[src/rtl/lls_pkg.sv]
package lls_pkg;

  localparam int GRID_WIDTH_DEF  = 64;
  localparam int GRID_HEIGHT_DEF = 64;
  localparam int MASK_W          = 9;

  localparam logic [MASK_W-1:0] BIRTH_RESET   = 9'h008;
  localparam logic [MASK_W-1:0] SURVIVE_RESET = 9'h00C;

  localparam logic CFG_BIRTH   = 1'b0;
  localparam logic CFG_SURVIVE = 1'b1;

  typedef enum logic [1:0] {
    FUNC_WRITE = 2'd0,
    FUNC_READ  = 2'd1,
    FUNC_GEN   = 2'd2,
    FUNC_CLEAR = 2'd3
  } func_t;

  typedef enum logic [2:0] {
    ST_IDLE,
    ST_DISPATCH,
    ST_WRITE,
    ST_GEN,
    ST_FIN
  } state_t;

  typedef struct packed {
    logic latch;
    logic rd_en;
    logic wr_en;
    logic clr;
    logic gen_start;
    logic gen_run;
    logic out_load;
  } ctrl_cmd_t;

  typedef struct packed {
    func_t func;
    logic  gen_last;
    logic  out_free;
  } dp_status_t;

endpackage

[src/rtl/lls_ctrl.sv]
module lls_ctrl import lls_pkg::*; (
  input  logic       clk,
  input  logic       rst,
  input  logic       s_tvalid,
  output logic       s_tready,
  input  dp_status_t status,
  output ctrl_cmd_t  cmd
);

  state_t state, state_next;

  always_ff @(posedge clk) begin
    if (rst) state <= ST_IDLE;
    else state <= state_next;
  end

  always_comb begin
    state_next = state;
    unique case (state)
      ST_IDLE: if (s_tvalid) state_next = ST_DISPATCH;
      ST_DISPATCH: begin
        unique case (status.func)
          FUNC_WRITE: state_next = ST_WRITE;
          FUNC_READ:  state_next = ST_FIN;
          FUNC_GEN:   state_next = ST_GEN;
          FUNC_CLEAR: state_next = ST_FIN;
        endcase
      end
      ST_WRITE: state_next = ST_FIN;
      ST_GEN: if (status.gen_last) state_next = ST_FIN;
      ST_FIN: if (status.out_free) state_next = ST_IDLE;
      default: state_next = ST_IDLE;
    endcase
  end

  always_comb begin
    cmd = '0;
    s_tready = 1'b0;
    unique case (state)
      ST_IDLE: begin
        s_tready = 1'b1;
        cmd.latch = s_tvalid;
      end
      ST_DISPATCH: begin
        cmd.rd_en = (status.func == FUNC_READ) || (status.func == FUNC_WRITE);
        cmd.clr = (status.func == FUNC_CLEAR);
        cmd.gen_start = (status.func == FUNC_GEN);
      end
      ST_WRITE: cmd.wr_en = 1'b1;
      ST_GEN: cmd.gen_run = 1'b1;
      ST_FIN: cmd.out_load = status.out_free;
      default: cmd = '0;
    endcase
  end

endmodule

[config.mk]
export PLATFORM = sky130hd
export DESIGN_NAME = lls_ctrl
export DESIGN_NICKNAME = d
export VERILOG_FILES = /design/src/rtl/lls_pkg.sv /design/src/rtl/lls_ctrl.sv
export SDC_FILE = /design/constraint.sdc
export NUM_CORES = 1
export LEC_CHECK = 0
export ABC_CLOCK_PERIOD_IN_PS = 1200
export BUFFER_PORTS_ARGS = -buffer_cell sky130_fd_sc_hd__buf_2
export CAP_MARGIN = 40
export CORE_AREA = 2 2 39 41
export DETAILED_ROUTE_END_ITERATION = 8
export DIE_AREA = 0 0 41 43
export PLACE_DENSITY_LB_ADDON = 0.3
export SETUP_SLACK_MARGIN = 0.2
export SYNTH_ARGS = -nofsm -noshare
export SYNTH_HDL_FRONTEND = slang
export SYNTH_SLANG_ARGS = --single-unit
[constraint.sdc]
create_clock -name clk -period 1.2 [get_ports clk]
set_input_delay 0.24 -clock clk [delete_from_list [all_inputs] [get_ports clk]]
set_output_delay 0.24 -clock clk [all_outputs]
set_load 0.01 [all_outputs]
== Word-level counts from Yosys, hierarchy flattened ==
Index checks and enable logic that the tools add are counted.
Operators by class
  equal/unequal tests: 10
  muxes and demuxes: 12
  reductions and logical operators: 5
Operators by type and width (count)
  3-bit one-hot mux with 5 select lines: 1
  3-bit 2-to-1 mux: 3
  3-bit one-hot mux with 3 select lines: 1
  3-bit by 2-bit equality test with 1-bit output (second input constant): 2
  1-bit 2-to-1 mux: 6
  2-bit != test (second input constant): 3
  2-bit equality test (second input constant): 2
  3-bit by 1-bit equality test with 1-bit output (second input constant): 1
  3-bit equality test (second input constant): 1
  3-bit logical NOT: 1
  3-bit AND reduction: 1
  2-bit by 1-bit equality test with 1-bit output (second input constant): 1
  2-bit logical NOT: 1
  2-bit 2-to-1 mux: 1
  2-bit OR reduction: 1
  1-bit logical OR: 1
Storage, ports and cells
  flip-flop bits (word level): 3
  output and inout port bits: 8
  word-level logic and storage cells: 28

== Depth between registers and ports, before layout ==
Gate-level depths: netlist of run 1.
  depth in word-level cells: 4
  gate-level depth with buffers: 4

== Worst setup path before layout of run 1 ==
Ideal clock, no wire load.
  path kind: register to output
  start point: reg state[2]
  end point: out cmd[5] (netlist name)
  arrival time: 978 ps
  required time: 960 ps
  path slack: -18 ps
  cell stages (with the launch flop): 4
  path buffers: 1
  cells stage by stage: dfxtp_1 -> buf_2 -> nor3b_1 -> nor2b_1
RTL lines
  start, declared: RTL line lls_ctrl.sv:10  | state_t state, state_next;
  start signal, assigned: RTL line lls_ctrl.sv:14  | else state <= state_next;
  end, declared: RTL line lls_ctrl.sv:7  | output ctrl_cmd_t cmd

==> run metrics, run 1 <==
max reg flops=3; power share of the sequential group=24.2%; final worst slack=-151 ps; critical path launch point type=flop; dpl hpwl=537 um; clock latency on the worst-skew pair=230 ps; synthesized area=292 um^2; Synth Register Bits=3; clock buffer depth=2; worst r2r dst=state[2]$_SDFFE_PP0P_; Total GRT Usage=10.1%; flop2flop setup slack=-70 ps; Slew headroom=77.7%; H-tree depth=1; CP max stage cell=dfxtp_2; Initial DRT Pass Iterations=4; 1st-iter DRT viols=2; Syn. warnings=0; DRC=0; Worst Path Max Fanout=5; CTS Buf Count=3; vias in the first global route=306; Worst VDD drop=0.000635 V; min Tclk post-route=1350 ps; Via density=4.77; period utilization=113%; synthesized instance count=31; worst reg-to-reg path cell count=6; CP required=960 ps; Final setup viols=9; n_diodes=0; Crit Path Class=flop to primary output; Placement Cell Area=418 um^2; Clk pwr share=31.9%; biggest regs=state x3; RSZ-0062 raised after global routing=yes; Post-Syn Area per Cell=9.40 um^2; Gate power share=43.9%; Int Power=0.000372 W; initial core utilization=21.1%; fmax=740 MHz; Vert. Die Dim=43 um; CTS tree=built; Rows=14; Congestion Overflow GR=0; Synth Net Count=38; die area=1760 um^2; total vias in the final route=353; Hold/Removal Path Class=primary input to flop; pin count of the biggest net entering global routing=9; Net Switching=0.000164 W; Final Util=40.6%; IO Port Bufs=14; skew final=3.25 ps; share of cells above drive strength 1=81.0%; sw frac=30.6%; global-route wire length before repair=1220 um; Boundary Pins=15; critical path's largest stage delay=330 ps; Critical Path Start=state[0]$_SDFFE_PP0P_; Worst Max-Slew Pin Slew=331 ps; sequential area share after synthesis=20.6%; Total Wirelength=828 um; clock transition at the registers of the reported paths=40 ps; Power Total=0.000536 W; Avg WL per Cell=11.2 um; Clock Sinks=3; Pwr per Cell Area=953 nW/um^2; Pleak=0.242 nW; core area=1380 um^2; violated checks=setup timing; CP Capture Point=cmd[6]; cell area after layout=562 um^2; worst path cell trace=buf_6 > nor4b_2 > buf_2; post-synth cell types=20; outcome=complete, but fails checks; Layout area overhead=92.7%; Slew Limit Fails=0; Reg2Reg Launch Point=state[0]$_SDFFE_PP0P_; ANT nets after route=0; initial antenna violation count=0; Layout Nets=66; Fillers=144; routability cong.=0.670; CP Capture Type=primary output; Max-cap violations=0; Die Wd=41 um; Final Hold Viols=0; CP arrival=1110 ps; CTS Root Cell=clkbuf_4; Top reg by flops=state
power groups by stage:
| stage | Clock (W) | Combinational [W] | Sequential, W |
|---|---|---|---|
| 2_1_floorplan | 0 | 0.000123 | 0.000119 |
| 4_1_cts | 0.000181 | 0.000219 | 0.000128 |
| 6_report | 0.000171 | 0.000235 | 0.000129 |
| 3_5_place_dp | 0 | 0.000170 | 0.000128 |
| 3_3_place_gp | 0 | 0.000169 | 0.000128 |
| 5_1_grt | 0.000194 | 0.000252 | 0.000131 |
critical path, delay by kind of cell, from the launching register on:
family,cells,cell delay (ps)
buffers and inverters,2,300
DFF,1,330
and+or+nand+nor,1,260
kinds of logic (layout without fill, tap and decap cells):
family / Yosys count / after routing / synth area share [%]
mux: 1 / 1 / 5.15
simple gates: 19 / 19 / 51.5
compound gates: 4 / 4 / 13.3
flops: 3 / 3 / 20.6
buf+inv: 4 / 31 / 9.44
cell usage after synthesis:
| cell | count | area share [%] |
|---|---|---|
| dfxtp_1 | 3 | 21 |
| o31a_1 | 1 | 3.0 |
| nor4b_1 | 2 | 6.0 |
| nor4_4 | 1 | 7.3 |
| mux2_4 | 1 | 5.1 |
| and4bb_2 | 2 | 8.6 |
| nand2_1 | 1 | 1.3 |
| buf_6 | 1 | 3.9 |
| nor4_1 | 1 | 2.1 |
| inv_4 | 1 | 2.1 |
| nand2b_1 | 1 | 2.1 |
| a21oi_1 | 2 | 3.4 |
| nor2b_1 | 1 | 2.1 |
| nor4b_2 | 1 | 5.1 |
| and3_1 | 1 | 2.1 |
| nor3_1 | 4 | 6.9 |
| buf_2 | 2 | 3.4 |
| o221a_4 | 1 | 6.9 |
| nor3b_1 | 2 | 5.1 |
| nor2_1 | 2 | 2.6 |
placed cells by master, fill, tap and decap left out, types with 2 or more instances in the layout:
master    count
nor4b_2       2
and4bb_2      2
buf_6         8
clkbuf_4      3
dfxtp_4       2
nor3_2        3
buf_2        13
buf_4         4
a21oi_1       2
metrics by stage:
stage                     cells  hold slack, ps  TNS, ps  worst slack, ps
final                        74             254     -915             -151
after global routing         74             249    -1330             -196
after CTS                    71             247     -900             -154
after detailed placement     62             492        0             1.07
after global placement       62             491        0             22.8
after floorplan              31             313        0              118
layer usage:
| metal | up-vias | global-route usage (%) | part of all wire [%] |
|---|---|---|---|
| met1 | 167 | 10.9 | 42 |
| met2 | 11 | 17.2 | 52 |
| li1 | 175 | - | - |
| met3 | 0 | 4.71 | 6.2 |
| met4 | 0 | 2.00 | 0 |
| met5 | - | 0 | 0 |
layout make-up:
type | instances | area, um^2 | share of cell area, %
well taps | 16 | 20.0 | 3.56
clock buffers | 4 | 26.3 | 4.68
inverters | 1 | 6.26 | 1.11
flip-flops and latches | 3 | 68.8 | 12.2
multi-input cells | 24 | 251 | 44.8
repair buffers | 26 | 189 | 33.6
how the worst min path moves through the flow:
stage / start / end / slack (ps) / cells past startpoint
after CTS: rst / state[0]$_SDFFE_PP0P_ / 250 / 2
after detailed placement: rst / state[0]$_SDFFE_PP0P_ / 490 / 2
final: rst / state[0]$_SDFFE_PP0P_ / 250 / 2
after floorplan: rst / state[1]$_SDFFE_PP0P_ / 310 / 1
after global routing: rst / state[0]$_SDFFE_PP0P_ / 250 / 2
after global placement: rst / state[0]$_SDFFE_PP0P_ / 490 / 2
repair_timing:
| action | CTS | global route |
|---|---|---|
| resized for setup | 15 | 1 |
| cloned | 1 | 0 |
| hold buffers | 0 | 0 |
| buffers inserted | 4 | 3 |
| pin swaps | 4 | 6 |
| endpoints found under the setup margin | 11 | 11 |
Power figures use the tool's default switching activity.
==> run 2, diff against run 1 <==
--- a/config.mk
+++ b/config.mk
@@ -11,6 +11,7 @@
 export CORE_AREA = 2 2 39 41
 export DETAILED_ROUTE_END_ITERATION = 8
 export DIE_AREA = 0 0 41 43
+export GPL_TIMING_DRIVEN = 0
 export PLACE_DENSITY_LB_ADDON = 0.3
 export SETUP_SLACK_MARGIN = 0.2
 export SYNTH_ARGS = -nofsm -noshare
==> run metrics, run 2 (synthesized netlist as in run 1, its figures left out) <==
outcome=complete, but fails checks (unchanged); violated checks=setup timing (unchanged); Hold Path End=state[1]$_SDFFE_PP0P_ (was state[0]$_SDFFE_PP0P_); Layout Nets=66 (unchanged); CP Capture Type=primary output (unchanged); Vert. Die Dim=43 um (unchanged); biggest regs=state x3 (unchanged); H-tree depth=1 (unchanged); dpl hpwl=553 um (was 537 um); hold path cells=2 (unchanged); core area=1380 um^2 (unchanged); Reg2Reg Launch Point=state[1]$_SDFFE_PP0P_ (was state[0]$_SDFFE_PP0P_); Die Wd=41 um (unchanged); Net Switching=0.000177 W (was 0.000164 W); Clk pwr share=32.2% (was 31.9%); DRC=0 (unchanged); RSZ-0062 raised after global routing=yes (unchanged); worst r2r dst=state[2]$_SDFFE_PP0P_ (unchanged); Initial DRT Pass Iterations=2 (was 4); Hold/Removal Path Class=primary input to flop (unchanged); Max-cap violations=0 (unchanged); Final Hold Viols=0 (unchanged); Final setup viols=9 (unchanged); Total Wirelength=886 um (was 828 um); CTS Root Cell=clkbuf_4 (unchanged); Power Total=0.000561 W (was 0.000536 W); Top reg by flops=state (unchanged); Clock Sinks=3 (unchanged); die area=1760 um^2 (unchanged); CTS Hold Buffers Added=0 (unchanged); fmax=695 MHz (was 740 MHz); Worst Path Max Fanout=3 (was 5); routability cong.=0.637 (was 0.670); Rows=14 (unchanged); Slew headroom=82.9% (was 77.7%); vias in the first global route=313 (was 306); initial antenna violation count=0 (unchanged); IO Port Bufs=14 (unchanged); clock buffer depth=2 (unchanged); worst reg-to-reg path cell count=6 (unchanged); global-route wire length before repair=1330 um (was 1220 um); Int Power=0.000384 W (was 0.000372 W); clock transition at the registers of the reported paths=40 ps (about the same); period utilization=120% (was 113%); n_diodes=0 (unchanged); sw frac=31.6% (was 30.6%); min Tclk post-route=1440 ps (was 1350 ps); flop2flop setup slack=-10 ps (was -70 ps); CTS Buf Count=3 (unchanged); CTS tree=built (unchanged); most frequent cells in the layout=buf_2 (12), buf_6 (7), buf_4 (4) (was buf_2 (13), buf_6 (8), buf_4 (4)); Boundary Pins=15 (unchanged); skew final=1.20 ps (was 3.25 ps); critical path launch point type=flop (unchanged); Crit Path Class=flop to primary output (unchanged); CP required=960 ps (about the same); Total GRT Usage=11.2% (was 10.1%); commonest non-fill, non-tap cell in the layout=buf_2 (unchanged); Gate power share=45.4% (was 43.9%); HP Start=rst (unchanged); Pleak=0.260 nW (was 0.242 nW); pin count of the biggest net entering global routing=11 (was 9); clock latency on the worst-skew pair=230 ps (about the same); total vias in the final route=344 (was 353); share of cells above drive strength 1=84.5% (was 81.0%); Final Util=43.9% (was 40.6%); Slew Limit Fails=0 (unchanged); ANT nets after route=0 (unchanged); power share of the sequential group=22.4% (was 24.2%); Worst Max-Slew Pin Slew=252 ps (was 331 ps); 1st-iter DRT viols=4 (was 2); final worst slack=-239 ps (was -151 ps); Worst VDD drop=0.000649 V (was 0.000635 V); max reg flops=3 (unchanged); CP arrival=1200 ps (was 1110 ps); Pwr per Cell Area=924 nW/um^2 (was 953 nW/um^2); Avg WL per Cell=12.0 um (was 11.2 um); Congestion Overflow GR=0 (unchanged); Via density=4.65 (was 4.77); Fillers=143 (was 144); Layout area overhead=108% (was 92.7%); initial core utilization=21.1% (unchanged)
[run 2: cell counts in the layout (fill, tap and decap cells not counted)]
No cell type changed its count.
[run 2: critical path: stages, from the launching register on]
cell	delay [ps]
dfxtp_2	320
buf_8	120
nor3b_4	220
and3_4	210
buf_6	90
[run 2: per-layer routing]
layer | global-route usage [%] | up-vias | routed length, um
met3 | 6.81 | 2 | 59
met2 | 15.9 | 14 | 427
li1 | - | 173 | -
met1 | 13.7 | 155 | 390
met4 | 3.33 | 0 | 9
met5 | 0 | - | 0
[run 2: repair_timing]
item | in CTS | in global routing
gates resized for setup | 17 | 3
endpoints found under the setup margin | 11 | 11
buffers inserted | 5 | 4
pin swaps | 6 | 4
[run 2: per-stage QoR]
step	setup TNS, ps	hold WS, ps	area [um^2]	std cells	worst slack [ps]
2_1_floorplan	0	313	325	31	118
3_3_place_gp	-77.8	488	415	61	-43.4
3_5_place_dp	-114	485	415	61	-54.6
4_1_cts	-1610	235	561	70	-244
5_1_grt	-2230	235	607	74	-335
6_report	-1620	244	607	74	-239
[run 2: worst max path at each step]
| stage | startpoint | to | slack [ps] | depth (start not counted) |
|---|---|---|---|---|
| global route | state[2]$_SDFFE_PP0P_ | cmd[2] | -340 | 5 |
| finish | state[2]$_SDFFE_PP0P_ | cmd[3] | -240 | 4 |
| floorplan | state[1]$_SDFFE_PP0P_ | cmd[3] | 120 | 3 |
| detailed placement | state[2]$_SDFFE_PP0P_ | cmd[3] | -50 | 4 |
| CTS | state[2]$_SDFFE_PP0P_ | cmd[3] | -240 | 4 |
| global placement | state[0]$_SDFFE_PP0P_ | cmd[0] | -40 | 3 |
[run 2: final cells by class]
cell class	instances	area, um^2	area share, %
repair buffers	23	178	29.3
clock buffers	4	26.3	4.33
inverters	1	8.76	1.44
well taps	16	20.0	3.30
multi-input cells	24	267	43.9
flip-flops and latches	3	66.3	10.9
plain buffers	3	41.3	6.80
[run 2: power groups by stage]
| stage | clock, W | combinational, W | sequential, W |
|---|---|---|---|
| global placement | 0 | 0.000172 | 0.000123 |
| detailed placement | 0 | 0.000173 | 0.000123 |
| finish | 0.000181 | 0.000255 | 0.000126 |
| floorplan | 0 | 0.000123 | 0.000119 |
| global route | 0.000203 | 0.000274 | 0.000127 |
| CTS | 0.000192 | 0.000235 | 0.000124 |
==> run 3, diff against run 2 <==
--- a/config.mk
+++ b/config.mk
@@ -5,14 +5,14 @@
 export SDC_FILE = /design/constraint.sdc
 export NUM_CORES = 1
 export LEC_CHECK = 0
-export ABC_CLOCK_PERIOD_IN_PS = 1200
+export ABC_CLOCK_PERIOD_IN_PS = 1800
 export BUFFER_PORTS_ARGS = -buffer_cell sky130_fd_sc_hd__buf_2
 export CAP_MARGIN = 40
 export CORE_AREA = 2 2 39 41
 export DETAILED_ROUTE_END_ITERATION = 8
 export DIE_AREA = 0 0 41 43
 export GPL_TIMING_DRIVEN = 0
-export PLACE_DENSITY_LB_ADDON = 0.3
+export PLACE_DENSITY = 0.46
 export SETUP_SLACK_MARGIN = 0.2
 export SYNTH_ARGS = -nofsm -noshare
 export SYNTH_HDL_FRONTEND = slang
==> constraint.sdc (replaced) <==
create_clock -name clk -period 1.8 [get_ports clk]
set_input_delay 0.36 -clock clk [delete_from_list [all_inputs] [get_ports clk]]
set_output_delay 0.36 -clock clk [all_outputs]
set_load 0.01 [all_outputs]
==> run metrics, run 3 (synthesized netlist as in run 1, its figures left out) <==
clock transition at the registers of the reported paths=40 ps (about the same); Top reg by flops=state (unchanged); Power Total=0.000319 W (was 0.000561 W); Vert. Die Dim=43 um (unchanged); worst reg-to-reg path cell count=4 (was 6); CP required=1440 ps (was 960 ps); Hold Path End=state[1]$_SDFFE_PP0P_ (unchanged); Setup TNS Final=0 ps (was -1620 ps); hold path cells=2 (unchanged); HP Start=rst (unchanged); WP buf/inv=2 (unchanged); share of cells above drive strength 1=59.2% (was 84.5%); WHS=358 ps (was 244 ps); global-route wire length before repair=1040 um (was 1330 um); CTS Root Cell=clkbuf_4 (unchanged); clock buffer depth=2 (unchanged); RSZ-0062 raised after global routing=yes (unchanged); CP Capture Type=primary output (unchanged); Hold/Removal Path Class=primary input to flop (unchanged); post-CTS setup repair buffer count=0 (was 5); pin count of the biggest net entering global routing=11 (unchanged); DRC=0 (unchanged); period utilization=87.8%; critical path launch point type=flop (unchanged); die area=1760 um^2 (unchanged); Final Hold Viols=0 (unchanged); CP arrival=1220 ps (was 1200 ps); core area=1380 um^2 (unchanged); Total Wirelength=712 um (was 886 um); vias in the first global route=241 (was 313); outcome=finished clean (was complete, but fails checks); Boundary Pins=15 (unchanged); Pwr per Cell Area=744 nW/um^2 (was 924 nW/um^2); Worst VDD drop=0.000264 V (was 0.000649 V); n_diodes=0 (unchanged); Slew Limit Fails=0 (unchanged); routability cong.=0.735 (was 0.637); biggest regs=state x3 (unchanged); initial core utilization=21.1% (unchanged); ANT nets after route=0 (unchanged); worst r2r dst=state[0]$_SDFFE_PP0P_ (was state[2]$_SDFFE_PP0P_); max reg flops=3 (unchanged); CTS tree=built (unchanged); min Tclk post-route=1580 ps; Initial DRT Pass Iterations=4 (was 2); Final setup viols=0 (was 9); Clock Sinks=3 (unchanged); total vias in the final route=308 (was 344); Slew headroom=83.2% (was 82.9%); Placement Cell Area=382 um^2 (was 415 um^2); commonest non-fill, non-tap cell in the layout=buf_2 (unchanged); Max-cap violations=0 (unchanged); CTS Hold Buffers Added=0 (unchanged); Worst Max-Slew Pin Slew=248 ps (was 252 ps); Crit path max-delay family=simple AND/OR/NAND/NOR gates (unchanged); Reg2Reg Launch Point=state[1]$_SDFFE_PP0P_ (unchanged); cell area after layout=429 um^2 (was 607 um^2); Pleak=0.186 nW (was 0.260 nW); H-tree depth=1 (unchanged); Crit Path Class=flop to primary output (unchanged); Avg WL per Cell=11.0 um (was 12.0 um); clock latency on the worst-skew pair=240 ps (was 230 ps); CP max stage cell=dfxtp_2 (unchanged); Total GRT Usage=9.32% (was 11.2%); critical path's largest stage delay=330 ps (was 320 ps); fmax=633 MHz; initial antenna violation count=0 (unchanged); IO Port Bufs=14 (unchanged); Layout area overhead=47.2% (was 108%); Die Wd=41 um (unchanged); worst path cell trace=buf_6 > nor3b_4 > and3_1 > buf_2 (was buf_8 > nor3b_4 > and3_4 > buf_6); most frequent cells in the layout=buf_2 (14), nor3_1 (4), clkbuf_4 (3) (was buf_2 (12), buf_6 (7), buf_4 (4)); Rows=14 (unchanged); Layout Nets=57 (was 66); Worst Path Max Fanout=10 (was 3); skew final=4.89 ps (was 1.20 ps); dpl hpwl=519 um (was 553 um); CTS Buf Count=3 (unchanged); 1st-iter DRT viols=12 (was 4); flop2flop setup slack=690 ps (was -10 ps); Congestion Overflow GR=0 (unchanged); Via density=4.74 (was 4.65)
[run 3: changes by cell type in the layout (fill, tap and decap cells not counted), moves of 2 or more]
cell	delta
buf_8	-2
nor3_2	-3
nor3_1	+3
buf_6	-5
buf_2	+2
dfxtp_1	+2
buf_4	-3
[run 3: how the worst max path moves through the flow]
stage	start	cells after the start	end	slack, ps
floorplan	state[2]$_SDFFE_PP0P_	3	cmd[5]	460
global placement	state[2]$_SDFFE_PP0P_	4	cmd[3]	320
detailed placement	state[2]$_SDFFE_PP0P_	4	cmd[3]	290
CTS	state[0]$_SDFFE_PP0P_	3	cmd[0]	210
global route	state[2]$_SDFFE_PP0P_	4	cmd[5]	130
finish	state[2]$_SDFFE_PP0P_	4	cmd[3]	220
[run 3: report_power, final]
| part | switching [W] | internal, W | total (W) |
|---|---|---|---|
| Combinational | 0.0000560 | 0.0000581 | 0.000114 |
| Clock | 0.0000409 | 0.0000835 | 0.000124 |
| Sequential | 0.00000704 | 0.0000740 | 0.0000810 |
| Total | 0.000104 | 0.000216 | 0.000319 |
[run 3: metal layers]
metal	up-vias	share of wire, %	track usage, %
met3	2	9.4	3.14
met4	0	2.1	10.0
li1	156	-	-
met1	136	48	12.5
met2	14	40	10.3
met5	-	0	0
[run 3: repair_timing]
item / CTS / global route
gates resized for setup: 4 / 3
pin swaps: 1 / 1
endpoints found under the setup margin: 3 / 6
[run 3: metrics by stage]
step                cells  utilization [%]  setup slack [ps]
global placement       61             27.6               322
finish                 65             31.0               219
floorplan              31                -               462
detailed placement     61             27.6               285
CTS                    65             30.7               205
global route           65             31.0               132
[run 3: final cells by class]
class                           instances  area, um^2
Multi-Input combinational cell         24         215
Sequential cell                         3        61.3
Clock buffer                            4        26.3
Timing Repair Buffer                   14        70.1
Fill cell                             154         955
Inverter                                1        6.26
Tap cell                               16        20.0
Buffer                                  3        30.0
[run 3: worst register-to-register path, cell delays in order (launching register included)]
cell and delay, ps:
dfxtp_1 330, buf_6 160, inv_4 50, o221a_4 280
nor4_4 200
